## src/hdl/afsa_pkg.sv

```systemverilog
// ----------------------------------------------------------------------------
// afsa_pkg
// shared types and constants for the fresh sample averager
// ----------------------------------------------------------------------------
package afsa_pkg;

	localparam int CHANNELS_DEF    = 8;
	localparam int MAX_SAMPLES_DEF = 256;

	// field widths fixed by the beat format
	localparam int CH_FIELD_W = 3;
	localparam int SMP_W      = 16;
	localparam int AVG_W      = 15;
	localparam int STALE_BIT  = 15;

	// command codes
	localparam logic CMD_SAMPLE = 1'b0;
	localparam logic CMD_TICK   = 1'b1;

	typedef struct packed {
		logic                  command;
		logic [CH_FIELD_W-1:0] channel;
		logic [SMP_W-1:0]      sample;
	} afsa_in_t;

	typedef struct packed {
		logic [CH_FIELD_W-1:0] out_channel;
		logic [AVG_W-1:0]      average;
		logic                  last;
	} afsa_out_t;

endpackage

```

## src/hdl/afsa_store.sv

```systemverilog
// ----------------------------------------------------------------------------
// afsa_store
// per-channel sum and count registers with saturating accumulate and clear
// ----------------------------------------------------------------------------
module afsa_store
	import afsa_pkg::*;
#(
	parameter int CHANNELS    = CHANNELS_DEF,
	parameter int MAX_SAMPLES = MAX_SAMPLES_DEF,
	localparam int IDX_W = (CHANNELS > 1) ? $clog2(CHANNELS) : 1,
	localparam int SUM_W = AVG_W + $clog2(MAX_SAMPLES),
	localparam int CNT_W = $clog2(MAX_SAMPLES + 1)
) (
	input  logic             clk,
	input  logic             arst_n,
	input  logic             acc_en,
	input  logic [IDX_W-1:0] acc_idx,
	input  logic [AVG_W-1:0] acc_val,
	input  logic             clr_en,
	input  logic [IDX_W-1:0] rd_idx,
	output logic [SUM_W-1:0] rd_sum,
	output logic [CNT_W-1:0] rd_cnt
);

	logic [SUM_W-1:0] sums_q [CHANNELS];
	logic [CNT_W-1:0] cnts_q [CHANNELS];

	always_ff @(posedge clk or negedge arst_n) begin
		if (!arst_n) begin
			for (int i = 0; i < CHANNELS; i++) begin
				sums_q[i] <= '0;
				cnts_q[i] <= '0;
			end
		end else begin
			// window full: further samples dropped until the next clear
			if (acc_en && (cnts_q[acc_idx] < CNT_W'(MAX_SAMPLES))) begin
				sums_q[acc_idx] <= sums_q[acc_idx] + SUM_W'(acc_val);
				cnts_q[acc_idx] <= cnts_q[acc_idx] + CNT_W'(1);
			end
			if (clr_en) begin
				sums_q[rd_idx] <= '0;
				cnts_q[rd_idx] <= '0;
			end
		end
	end

	assign rd_sum = sums_q[rd_idx];
	assign rd_cnt = cnts_q[rd_idx];

endmodule

```

## src/hdl/afsa_div.sv

```systemverilog
// ----------------------------------------------------------------------------
// afsa_div
// restoring divider, one quotient bit per cycle
// ----------------------------------------------------------------------------
module afsa_div
	import afsa_pkg::*;
#(
	parameter int SUM_W = AVG_W + 8,
	parameter int CNT_W = 9,
	localparam int STEP_W = $clog2(SUM_W + 1)
) (
	input  logic             clk,
	input  logic             arst_n,
	input  logic             start,
	input  logic [SUM_W-1:0] dividend,
	input  logic [CNT_W-1:0] divisor,
	output logic             busy,
	output logic             done,
	output logic [AVG_W-1:0] quotient
);

	logic [CNT_W:0]    rem_q;
	logic [SUM_W-1:0]  num_q;
	logic [CNT_W-1:0]  den_q;
	logic [STEP_W-1:0] step_q;
	logic              busy_q;
	logic              done_q;

	logic [CNT_W:0]   rem_shift;
	logic [CNT_W+1:0] trial;
	logic             ge;

	assign rem_shift = {rem_q[CNT_W-1:0], num_q[SUM_W-1]};
	assign trial     = {1'b0, rem_shift} - {2'b00, den_q};
	assign ge        = !trial[CNT_W+1];

	always_ff @(posedge clk or negedge arst_n) begin
		if (!arst_n) begin
			busy_q <= 1'b0;
			done_q <= 1'b0;
			step_q <= '0;
		end else begin
			done_q <= 1'b0;
			if (start) begin
				busy_q <= 1'b1;
				step_q <= STEP_W'(SUM_W);
			end else if (busy_q) begin
				step_q <= step_q - STEP_W'(1);
				if (step_q == STEP_W'(1)) begin
					busy_q <= 1'b0;
					done_q <= 1'b1;
				end
			end
		end
	end

	// datapath, no reset needed
	always_ff @(posedge clk) begin
		if (start) begin
			rem_q <= '0;
			num_q <= dividend;
			den_q <= divisor;
		end else if (busy_q) begin
			rem_q <= ge ? trial[CNT_W:0] : rem_shift;
			num_q <= {num_q[SUM_W-2:0], ge};
		end
	end

	assign busy     = busy_q;
	assign done     = done_q;
	assign quotient = num_q[AVG_W-1:0];

`ifndef SYNTH
	a_done_after_busy: assert property (@(posedge clk) disable iff (!arst_n)
		done |-> $past(busy_q))
		else $error("divider done without a running division");
`endif

endmodule

```

## src/hdl/adc_fresh_sample_averager_core.sv

```systemverilog
// ----------------------------------------------------------------------------
// adc_fresh_sample_averager_core
// windowed per-channel averaging of tagged converter samples
// ----------------------------------------------------------------------------
// usage:
//  - input channel (in_valid/in_ready/in_data) takes one beat per cycle while
//    idle; a sample beat (command 0) adds a fresh sample (bit 15 clear) to its
//    channel's sum and count, and a beat for a channel past CHANNELS, a stale
//    sample or a sample for a full window (MAX_SAMPLES) changes nothing
//  - a tick beat (command 1) makes the block emit CHANNELS result beats on
//    out_valid/out_ready/out_data, channel 0 first, last set on the final one
//  - each result is sum / count truncated, or 0 for a channel with no sample;
//    the channel's sum and count are cleared as it is read out
//  - no result follows a sample beat
//  - a tick walks each channel in turn through a load state, SUM_W divider
//    steps with SUM_W = 15 + log2 of MAX_SAMPLES, and an output state; an
//    empty channel skips the divider;
//    in_ready stays low from the tick until the last result is registered
//  - a stalled receiver holds the output register; the sequencer waits
//  - reset clears all sums, counts, the sequencer and out_valid
// ----------------------------------------------------------------------------
module adc_fresh_sample_averager_core
	import afsa_pkg::*;
#(
	parameter int CHANNELS    = CHANNELS_DEF,
	parameter int MAX_SAMPLES = MAX_SAMPLES_DEF
) (
	input  logic      clk,
	input  logic      arst_n,
	input  logic      in_valid,
	output logic      in_ready,
	input  afsa_in_t  in_data,
	output logic      out_valid,
	input  logic      out_ready,
	output afsa_out_t out_data
);

	localparam int IDX_W = (CHANNELS > 1) ? $clog2(CHANNELS) : 1;
	localparam int SUM_W = AVG_W + $clog2(MAX_SAMPLES);
	localparam int CNT_W = $clog2(MAX_SAMPLES + 1);

	// sequencer states, one-hot
	typedef enum logic [3:0] {
		S_IDLE = 4'b0001,
		S_LOAD = 4'b0010,
		S_DIV  = 4'b0100,
		S_OUT  = 4'b1000
	} afsa_state_t;

	afsa_state_t state_q;
	logic [IDX_W-1:0] idx_q;
	logic [AVG_W-1:0] res_q;
	logic             out_valid_q;
	afsa_out_t        out_data_q;

	logic             in_beat;
	logic             ch_ok;
	logic             acc_en;
	logic [SUM_W-1:0] rd_sum;
	logic [CNT_W-1:0] rd_cnt;
	logic             div_start;
	logic             div_busy;
	logic             div_done;
	logic [AVG_W-1:0] div_quo;
	logic             out_free;
	logic             idx_last;

	assign in_ready = (state_q == S_IDLE);
	assign in_beat  = in_valid && in_ready;

	// channel tags beyond the configured count are dropped
	assign ch_ok  = (32'(in_data.channel) < CHANNELS);
	assign acc_en = in_beat && (in_data.command == CMD_SAMPLE) && ch_ok
		&& !in_data.sample[STALE_BIT];

	// empty channel skips the divider and reports zero
	assign div_start = (state_q == S_LOAD) && (rd_cnt != '0);
	assign out_free  = !out_valid_q || out_ready;
	assign idx_last  = (idx_q == IDX_W'(CHANNELS - 1));

	afsa_store #(
		.CHANNELS    (CHANNELS),
		.MAX_SAMPLES (MAX_SAMPLES)
	) u_store (
		.clk     (clk),
		.arst_n  (arst_n),
		.acc_en  (acc_en),
		.acc_idx (in_data.channel[IDX_W-1:0]),
		.acc_val (in_data.sample[AVG_W-1:0]),
		.clr_en  (state_q == S_LOAD),
		.rd_idx  (idx_q),
		.rd_sum  (rd_sum),
		.rd_cnt  (rd_cnt)
	);

	afsa_div #(
		.SUM_W (SUM_W),
		.CNT_W (CNT_W)
	) u_div (
		.clk      (clk),
		.arst_n   (arst_n),
		.start    (div_start),
		.dividend (rd_sum),
		.divisor  (rd_cnt),
		.busy     (div_busy),
		.done     (div_done),
		.quotient (div_quo)
	);

	// sequencer: load channel, divide, hand result to the output register
	always_ff @(posedge clk or negedge arst_n) begin
		if (!arst_n) begin
			state_q <= S_IDLE;
			idx_q   <= '0;
		end else begin
			case (state_q)
				S_IDLE: begin
					if (in_beat && (in_data.command == CMD_TICK)) begin
						state_q <= S_LOAD;
						idx_q   <= '0;
					end
				end
				S_LOAD: begin
					state_q <= (rd_cnt != '0) ? S_DIV : S_OUT;
				end
				S_DIV: begin
					if (div_done) begin
						state_q <= S_OUT;
					end
				end
				S_OUT: begin
					if (out_free) begin
						if (idx_last) begin
							state_q <= S_IDLE;
						end else begin
							state_q <= S_LOAD;
							idx_q   <= idx_q + IDX_W'(1);
						end
					end
				end
				default: begin
					state_q <= S_IDLE;
				end
			endcase
		end
	end

	// result holding register between divider and output
	always_ff @(posedge clk) begin
		if ((state_q == S_LOAD) && (rd_cnt == '0)) begin
			res_q <= '0;
		end else if ((state_q == S_DIV) && div_done) begin
			res_q <= div_quo;
		end
	end

	// output register: holds the beat while the receiver stalls
	always_ff @(posedge clk or negedge arst_n) begin
		if (!arst_n) begin
			out_valid_q <= 1'b0;
		end else if ((state_q == S_OUT) && out_free) begin
			out_valid_q <= 1'b1;
		end else if (out_ready) begin
			out_valid_q <= 1'b0;
		end
	end

	always_ff @(posedge clk) begin
		if ((state_q == S_OUT) && out_free) begin
			out_data_q.out_channel <= CH_FIELD_W'(idx_q);
			out_data_q.average     <= res_q;
			out_data_q.last        <= idx_last;
		end
	end

	assign out_valid = out_valid_q;
	assign out_data  = out_data_q;

`ifndef SYNTH
	a_tick_blocks_input: assert property (@(posedge clk) disable iff (!arst_n)
		(in_beat && (in_data.command == CMD_TICK)) |=> !in_ready)
		else $error("input accepted right after a tick");

	a_last_is_top_channel: assert property (@(posedge clk) disable iff (!arst_n)
		(out_valid && out_data.last) |->
		(out_data.out_channel == CH_FIELD_W'(CHANNELS - 1)))
		else $error("last flag on a channel other than the final one");

	a_div_only_in_div: assert property (@(posedge clk) disable iff (!arst_n)
		div_busy |-> (state_q == S_DIV))
		else $error("divider running outside the divide state");
`endif

endmodule
```

## config.mk

```make
export PLATFORM = sky130hd
export DESIGN_NAME = adc_fresh_sample_averager_core
export DESIGN_NICKNAME = d
export VERILOG_FILES = /design/src/hdl/afsa_pkg.sv /design/src/hdl/afsa_store.sv /design/src/hdl/afsa_div.sv /design/src/hdl/adc_fresh_sample_averager_core.sv
export SDC_FILE = /design/constraint.sdc
export NUM_CORES = 1
export LEC_CHECK = 0
export ABC_AREA = 1
export BUFFER_PORTS_ARGS = -buffer_cell sky130_fd_sc_hd__buf_2
export CAP_MARGIN = 0
export CELL_PAD_IN_SITES_DETAIL_PLACEMENT = 0
export CELL_PAD_IN_SITES_GLOBAL_PLACEMENT = 1
export CORE_ASPECT_RATIO = 1.4
export CORE_UTILIZATION = 45
export CTS_CLUSTER_SIZE = 8
export DETAILED_ROUTE_END_ITERATION = 10
export PLACE_DENSITY_LB_ADDON = 0.12
export REMOVE_ABC_BUFFERS = 1
export SETUP_SLACK_MARGIN = 0.4
export SLEW_MARGIN = 20
export SYNTH_ARGS = -nofsm -noshare
export SYNTH_HDL_FRONTEND = slang
export SYNTH_SLANG_ARGS = --single-unit
```

## constraint.sdc

```tcl
create_clock -name clk -period 3 [get_ports clk]
set_input_delay 0.6 -clock clk [delete_from_list [all_inputs] [get_ports clk]]
set_output_delay 0.6 -clock clk [all_outputs]
set_load 0.01 [all_outputs]
```

# Word level (Yosys, flattened, before mapping)

Index checks and enable logic that the tools add are counted.

Bits in registers: 346
Input port bits: 24

Add/sub/neg operators: 5
Magnitude comparators: 5
Equal/unequal tests: 10
Muxes and demuxes: 49
Bitwise logic cells: 7
Reduce and logical (&&, ||, !) cells: 22

Operator list:

| cell                | number |
|---|---|
| $mux 184            | 2 |
| $and 184x184->184   | 1 |
| $bwmux 184          | 1 |
| $mux 23             | 8 |
| $not 184->184       | 1 |
| $mux 72             | 2 |
| $bmux 23 s3         | 2 |
| $demux 23 s3        | 2 |
| $and 72x72->72      | 1 |
| $bwmux 72           | 1 |
| $not 72->72         | 1 |
| $mux 9              | 7 |
| $bmux 9 s3          | 2 |
| $demux 9 s3         | 2 |
| $add 23x15->23      | 1 |
| $mux 4              | 4 |
| $pmux 4 s4          | 1 |
| $logic_and 1x1->1   | 11 |
| $sub 10x9->11       | 1 |
| $mux 5              | 2 |
| $add 9x1->9 const B | 1 |
| $logic_not 9->1     | 1 |
| $lt 9x9->1 const B  | 1 |
| $mux 3              | 3 |
| 23 further kinds    | 39 |

# Depth between registers and ports, before layout

Depth after elaboration: 9
Depth in mapped cells: 23
Depth with buffers taken out: 22

# Hierarchy

From an unflattened synthesis, not the netlist that was laid out.

Cells, all modules: 2508
Area total of the unflattened synthesis: 19486.2 um2

By module, submodules not included:

| module                         | times used | cells an instance | area each (um2) |
|---|---|---|---|
| afsa_store                     | 1          | 2022              | 15077.0 |
| afsa_div                       | 1          | 320               | 2656.3 |
| adc_fresh_sample_averager_core | 1          | 166               | 1752.9 |

# Worst setup path before layout

OpenSTA, ideal clock, no wires.

Path kind: input to register
Start: in in_data[16] in the netlist's numbering
End: reg u_store.sums_q[58] in the netlist's numbering
Arrival: 3.406 ns
Slack: -0.500 ns
Stages: 17
Path buffers: 2
Path through: buf_4 > nand2_1 > clkinv_1 > clkbuf_1 > a22oi_1 > nand4_1 > ha_1 > fa_1 > nand2_1 > nand2_1 > a21oi_1 > inv_1 > nand2_1 > nand3_1 > xor2_1 > nor2_1 > a211oi_1

Cells in the longest elaborated chain, start to end: 9

Ends and longest elaborated chain:

| what                                                    | RTL line                             | text |
|---|---|---|
| from (decl)                                             | adc_fresh_sample_averager_core.sv:32 | `input afsa_in_t in_data,` |
| $not 3->4 (implied by the code) (*)                     | afsa_store.sv:36, afsa_store.sv:37   |  |
| $bmux 23 s3 (tied with other cells)                     | afsa_store.sv:37                     | `sums_q[acc_idx] <= sums_q[acc_idx] + SUM_W'(acc_val);` |
| $mux 23 (implied by the code) (tied with other cells)   | afsa_store.sv:37                     |  |
| $mux 23 (implied by the code) or $mux 9 (tied branches) | afsa_store.sv:37, afsa_store.sv:36   |  |
| $add 23x15->23 (tied with other cells)                  | afsa_store.sv:37                     |  |
| $bwmux 184 or $logic_and 1x1->1 (tied branches)         | afsa_store.sv:37, afsa_store.sv:36   |  |
| $mux 184 (*)                                            | afsa_store.sv:36                     | `if (acc_en && (cnts_q[acc_idx] < CNT_W'(MAX_SAMPLES))) begin` |
| $and 184x184->184 (no source line)                      | n/a                                  |  |
| $mux 184 (*)                                            | afsa_store.sv:40                     | `if (clr_en) begin` |
| to (signal, indexed assignment)                         | afsa_store.sv:37                     |  |
| to (decl)                                               | afsa_store.sv:25                     | `logic [SUM_W-1:0] sums_q [CHANNELS];` |

Every way passes the cells marked *; elsewhere a longest branch is shown, timed or not. The select of a mux whose other input is x is not followed.
A chain may end at the register's enable or synchronous reset.

# Worst setup path after layout

Start: in in_data[18] in the netlist's numbering
End: reg u_store.sums_q[45] in the netlist's numbering

Same word-level chain as after synthesis.

==> results.txt <==
The flow ran to the end, but the final reports show violations. The final reports fail on negative hold slack. The floorplan row count came out at 89.

The sum of overflow across all layers after global routing is 0. The count of final setup violators came out at 0. The tightest slew margin relative to the limit came out at 49.4%.

In the final layout, flip-flops and latches occupy 0.00880 mm². Timing would allow up to 353 MHz. The reg-to-reg critical path endpoint is u_store.sums_q[45].

At the placement stage, the worst setup path has a slack of -0.890 ns. The mean cell area of the mapped netlist came out at between 7 and 8 µm². The die height is 246 µm. The violation count after the first detailed-routing iteration is around 2100. TritonCTS built the clock tree. The placeable core area is approximately 0.042 mm².

The routability congestion estimate came out at 0.989. The global-route wire length before repair came out at between 100000 and 150000 µm. After clock tree synthesis, the clock-pin slew on the worst setup and hold paths is ~0.050 ns. The number of different library cells in the post-synthesis netlist came out at 46. The depth of the worst register-to-register path is 19. Summing all non-filler instances in the final layout gives an area of 0.0242 mm². The number of instances in the synthesized netlist is about 2500.

The initial cell density of the core is a little under half. At the worst endpoint, the required time is around 3.5 ns. The post-synthesis sequential area ratio is ~46%.

Ranked by instance count, the synthesized netlist is headed by 591 x nand2_1, 348 x nor2_1, 270 x dfrtp_1, 268 x o21ai_0, 266 x inv_1. The global routing usage summed across all routing layers came out at between 30% and 40%. The tool flagged a number of max-cap violations equal to 0.

By area the synthesized netlist is led by dfrtp_1 35%, nand2_1 12%, edfxtp_1 8.0%. The post-detailed-route via-to-cell ratio is slightly below 6. In this run the count of I/O pins placed on the die edge is 45.

The number of antenna violations at the first check in global routing came out at 0. In the post-synthesis netlist, the cell with the most instances is nand2_1. The number of enable flip-flop cells after synthesis is 51. The full die area came out at 0.0433 mm². The most frequently used flop master after synthesis is dfrtp_1.

The clock latency reported for the late side of the worst-skew pair came out at 0.60 ns. Data arrives at the worst endpoint at 3.31 ns. The worst-path maximum fanout is 8. The detail route stage leaves a number of antenna-violating nets equal to 0. The area share of the leading cell type in the synthesized netlist came out at between 30% and 40%. The cell at the slowest stage of the critical path is ha_4. The start-to-end type of the worst setup path is input pin to flop.

The average wire per standard cell came out at about 24 µm. The post-placement cell area came out at between 0.02 and 0.025 mm². The reg2reg setup slack came out at 0.20 ns. Traced cell by cell, the critical path runs through buf_8 -> inv_4 -> nor2_4 -> nand2_2 -> buf_6 -> clkinv_2 -> buf_4 -> buf_12 -> a22oi_2 -> nand4_1 -> ha_4 -> buf_4 -> nand2_1 -> buf_4 -> nor2_4 -> nand2_4 -> nand2_4 -> nand2_4 -> nand2_8 -> nand3_1 -> nand2_1 -> inv_1. At the end of the flow the core is filled with cells to between 50 and 60%. The total of fill cells in the finished design is approximately 3900. The shortest clock period the worst path allows after layout came out at 2.84 ns. The largest clock skew in the final design is around 0.032 ns. The worst path uses 94.5% of the clock period. The post-synthesis instance area is roughly 0.019 mm².

The number of antenna diodes came out at 0. The total design power came out at between 20000 and 25000 µW. The DRC violation count after routing is 0. The share of flip-flops with an asynchronous set or reset is around 78%.

For this block, the via count after detailed routing is a little under 20000. The final hold slack is -0.0188 ns. The type of element launching the critical path is an input pin. The share of layout cells above drive strength 1 is about a fifth.

The detailed-router iteration count before antenna repair came out at 6. The largest net degree at the start of global routing came out at 81. The tree is rooted in a clkbuf_16.

The delay of the slowest cell on the worst path came out at ~0.35 ns. The count of port buffers added during placement came out at 44. The final number of max-transition violations came out at 0. The power density over the cells came out at 854 mW/mm². STA classifies the critical path endpoint as a flop. The number of buffers created by CTS is 49. The layout overhead on the synthesized area came out at 26.5%. The half-perimeter wire length after detailed placement came out at 52500 µm.

The smallest setup slack after layout is approximately 0.16 ns. The transition time at the pin with the least slew margin is between 0.7 and 0.8 ns. The via count of the first global-routing pass came out at around 19000. The H-tree depth reported by CTS is 2. The worst voltage drop across the vdd grid is between 0.0004 and 0.0005 V.

The final hold violation count is 8. The leakage component of the power came out at 0.0118 µW. The maximum clock path buffer count is 3. The final layout contains routed wiring with a total length of 78500 µm. The clock sink count came out at ~350. The multi-input logic area is 0.00973 mm². The count of yosys warnings during synthesis is 0.

The worst hold path belongs to the class input pin to asynchronous set/reset pin. The horizontal die dimension came out at 176 µm. The worst register-to-register path begins at u_store.sums_q[69]. Synthesis inferred 346 register bits.

The net total in the final layout is 2812. The largest total area in the synthesized netlist belongs to dfrtp_1. Setup repair after global routing could not meet its margin everywhere.
==> through the flow <==
stage	std cells	TNS, ns
3_3_place_gp	3225	-106.41
4_1_cts	3311	0
6_report	3318	0
3_5_place_dp	3225	-112.69
2_1_floorplan	2411	-130.32
5_1_grt	3318	0
==> sequential cells by signal, summed over array words and instances (netlist names) <==
register,count
u_store.sums_q,184
u_store.cnts_q,72
u_div.num_q,23
out_data,19
res_q,15
u_div.den_q,9
u_div.rem_q,9
u_div.step_q,5
state_q,4
idx_q,3
out_valid,1
u_div.busy,1
u_div.done,1
==> cell type report <==
cell class / count / share of cell area (%)
clock buffer: 62 / 5.27
timing repair buffer: 295 / 10.4
tap: 546 / 2.83
inverter: 287 / 4.58
sequential: 346 / 36.4
multi-input combinational: 1778 / 40.2
clock inverter: 4 / 0.310
==> metal layers <==
layer  global-route usage, %  vias to the layer above  share of wire (%)
li1                        -                     8820                  -
met2                    58.8                     1061                 46
met5                       0                        -                  0
met4                    24.5                        0                7.4
met3                    7.39                      365                9.3
met1                    44.4                     9158                 37
==> critical path: cells and delay by family <==
kind                     cells  cell delay, ns
buffers and inverters        9            1.05
AO/OA/AOI/OAI                1            0.15
AND/OR/NAND/NOR             11            1.13
adder cells (fa/ha/maj)      1            0.35
==> logic make-up (layout without fill, tap and decap cells) <==
group / count (synthesis) / in the layout / synth area share, %
DFF: 346 / 346 / 46.0
and+or+nand+nor: 1117 / 1117 / 23.8
buffers and inverters: 409 / 648 / 8.48
AOI/OAI and AO/OA: 591 / 591 / 17.6
muxes: 15 / 15 / 0.884
xor gates and xnor gates: 24 / 24 / 1.18
adders and majority gates: 31 / 31 / 2.11
==> timing repair <==
action / 4_1_cts / 5_1_grt
hold buffers: 0 / 0
setup endpoints to repair: 215 / 241
buffers inserted: 20 / 7
resized for setup: 184 / 84
pin swaps: 83 / 56
==> cells in the final DEF, fill, tap and decap left out, types with 7 or more instances in the layout <==
cell | netlist | layout
a211oi_1 | 12 | 10
a21oi_1 | 168 | 158
a21oi_2 | 0 | 9
a221oi_1 | 37 | 27
a221oi_2 | 0 | 10
a22oi_1 | 24 | 22
buf_12 | 0 | 25
buf_2 | 35 | 40
buf_4 | 7 | 211
buf_6 | 2 | 16
clkbuf_1 | 70 | 13
clkbuf_16 | 0 | 49
dfrtp_1 | 270 | 268
dfxtp_1 | 24 | 24
edfxtp_1 | 51 | 51
ha_1 | 29 | 15
ha_4 | 0 | 13
inv_1 | 266 | 252
inv_2 | 18 | 24
inv_4 | 0 | 7
mux2_2 | 15 | 15
nand2_1 | 591 | 548
nand2_2 | 0 | 26
nand2_4 | 0 | 13
nand3_1 | 116 | 75
nand3_2 | 5 | 37
nand3_4 | 0 | 9
nand4_1 | 31 | 31
nor2_1 | 348 | 334
nor2_2 | 2 | 13
o2111ai_1 | 15 | 14
o211ai_1 | 9 | 9
o21ai_0 | 268 | 255
o21ai_1 | 0 | 8
o22ai_1 | 45 | 43
xnor2_1 | 8 | 8
xor2_1 | 14 | 8
==> where the power goes <==
| part | internal (µW) | switching [µW] |
|---|---|---|
| logic | 3070 | 4880 |
| registers | 6520 | 1080 |
| clock network | 2950 | 2140 |
==> how the worst max path moves through the flow <==
stage                            start             endpoint  slack [ns]  cells past startpoint
global route               in_data[17]  u_store.sums_q[137]        0.05                     23
finish                     in_data[18]   u_store.sums_q[45]        0.16                     22
detailed placement         in_data[18]   u_store.sums_q[22]       -0.89                     20
global placement           in_data[18]   u_store.sums_q[64]       -0.83                     20
CTS                 u_store.sums_q[69]  u_store.sums_q[125]        0.21                     17
floorplan                  in_data[17]   u_store.sums_q[58]       -0.75                     17
Note: power is estimated with default switching activity, not from simulation.
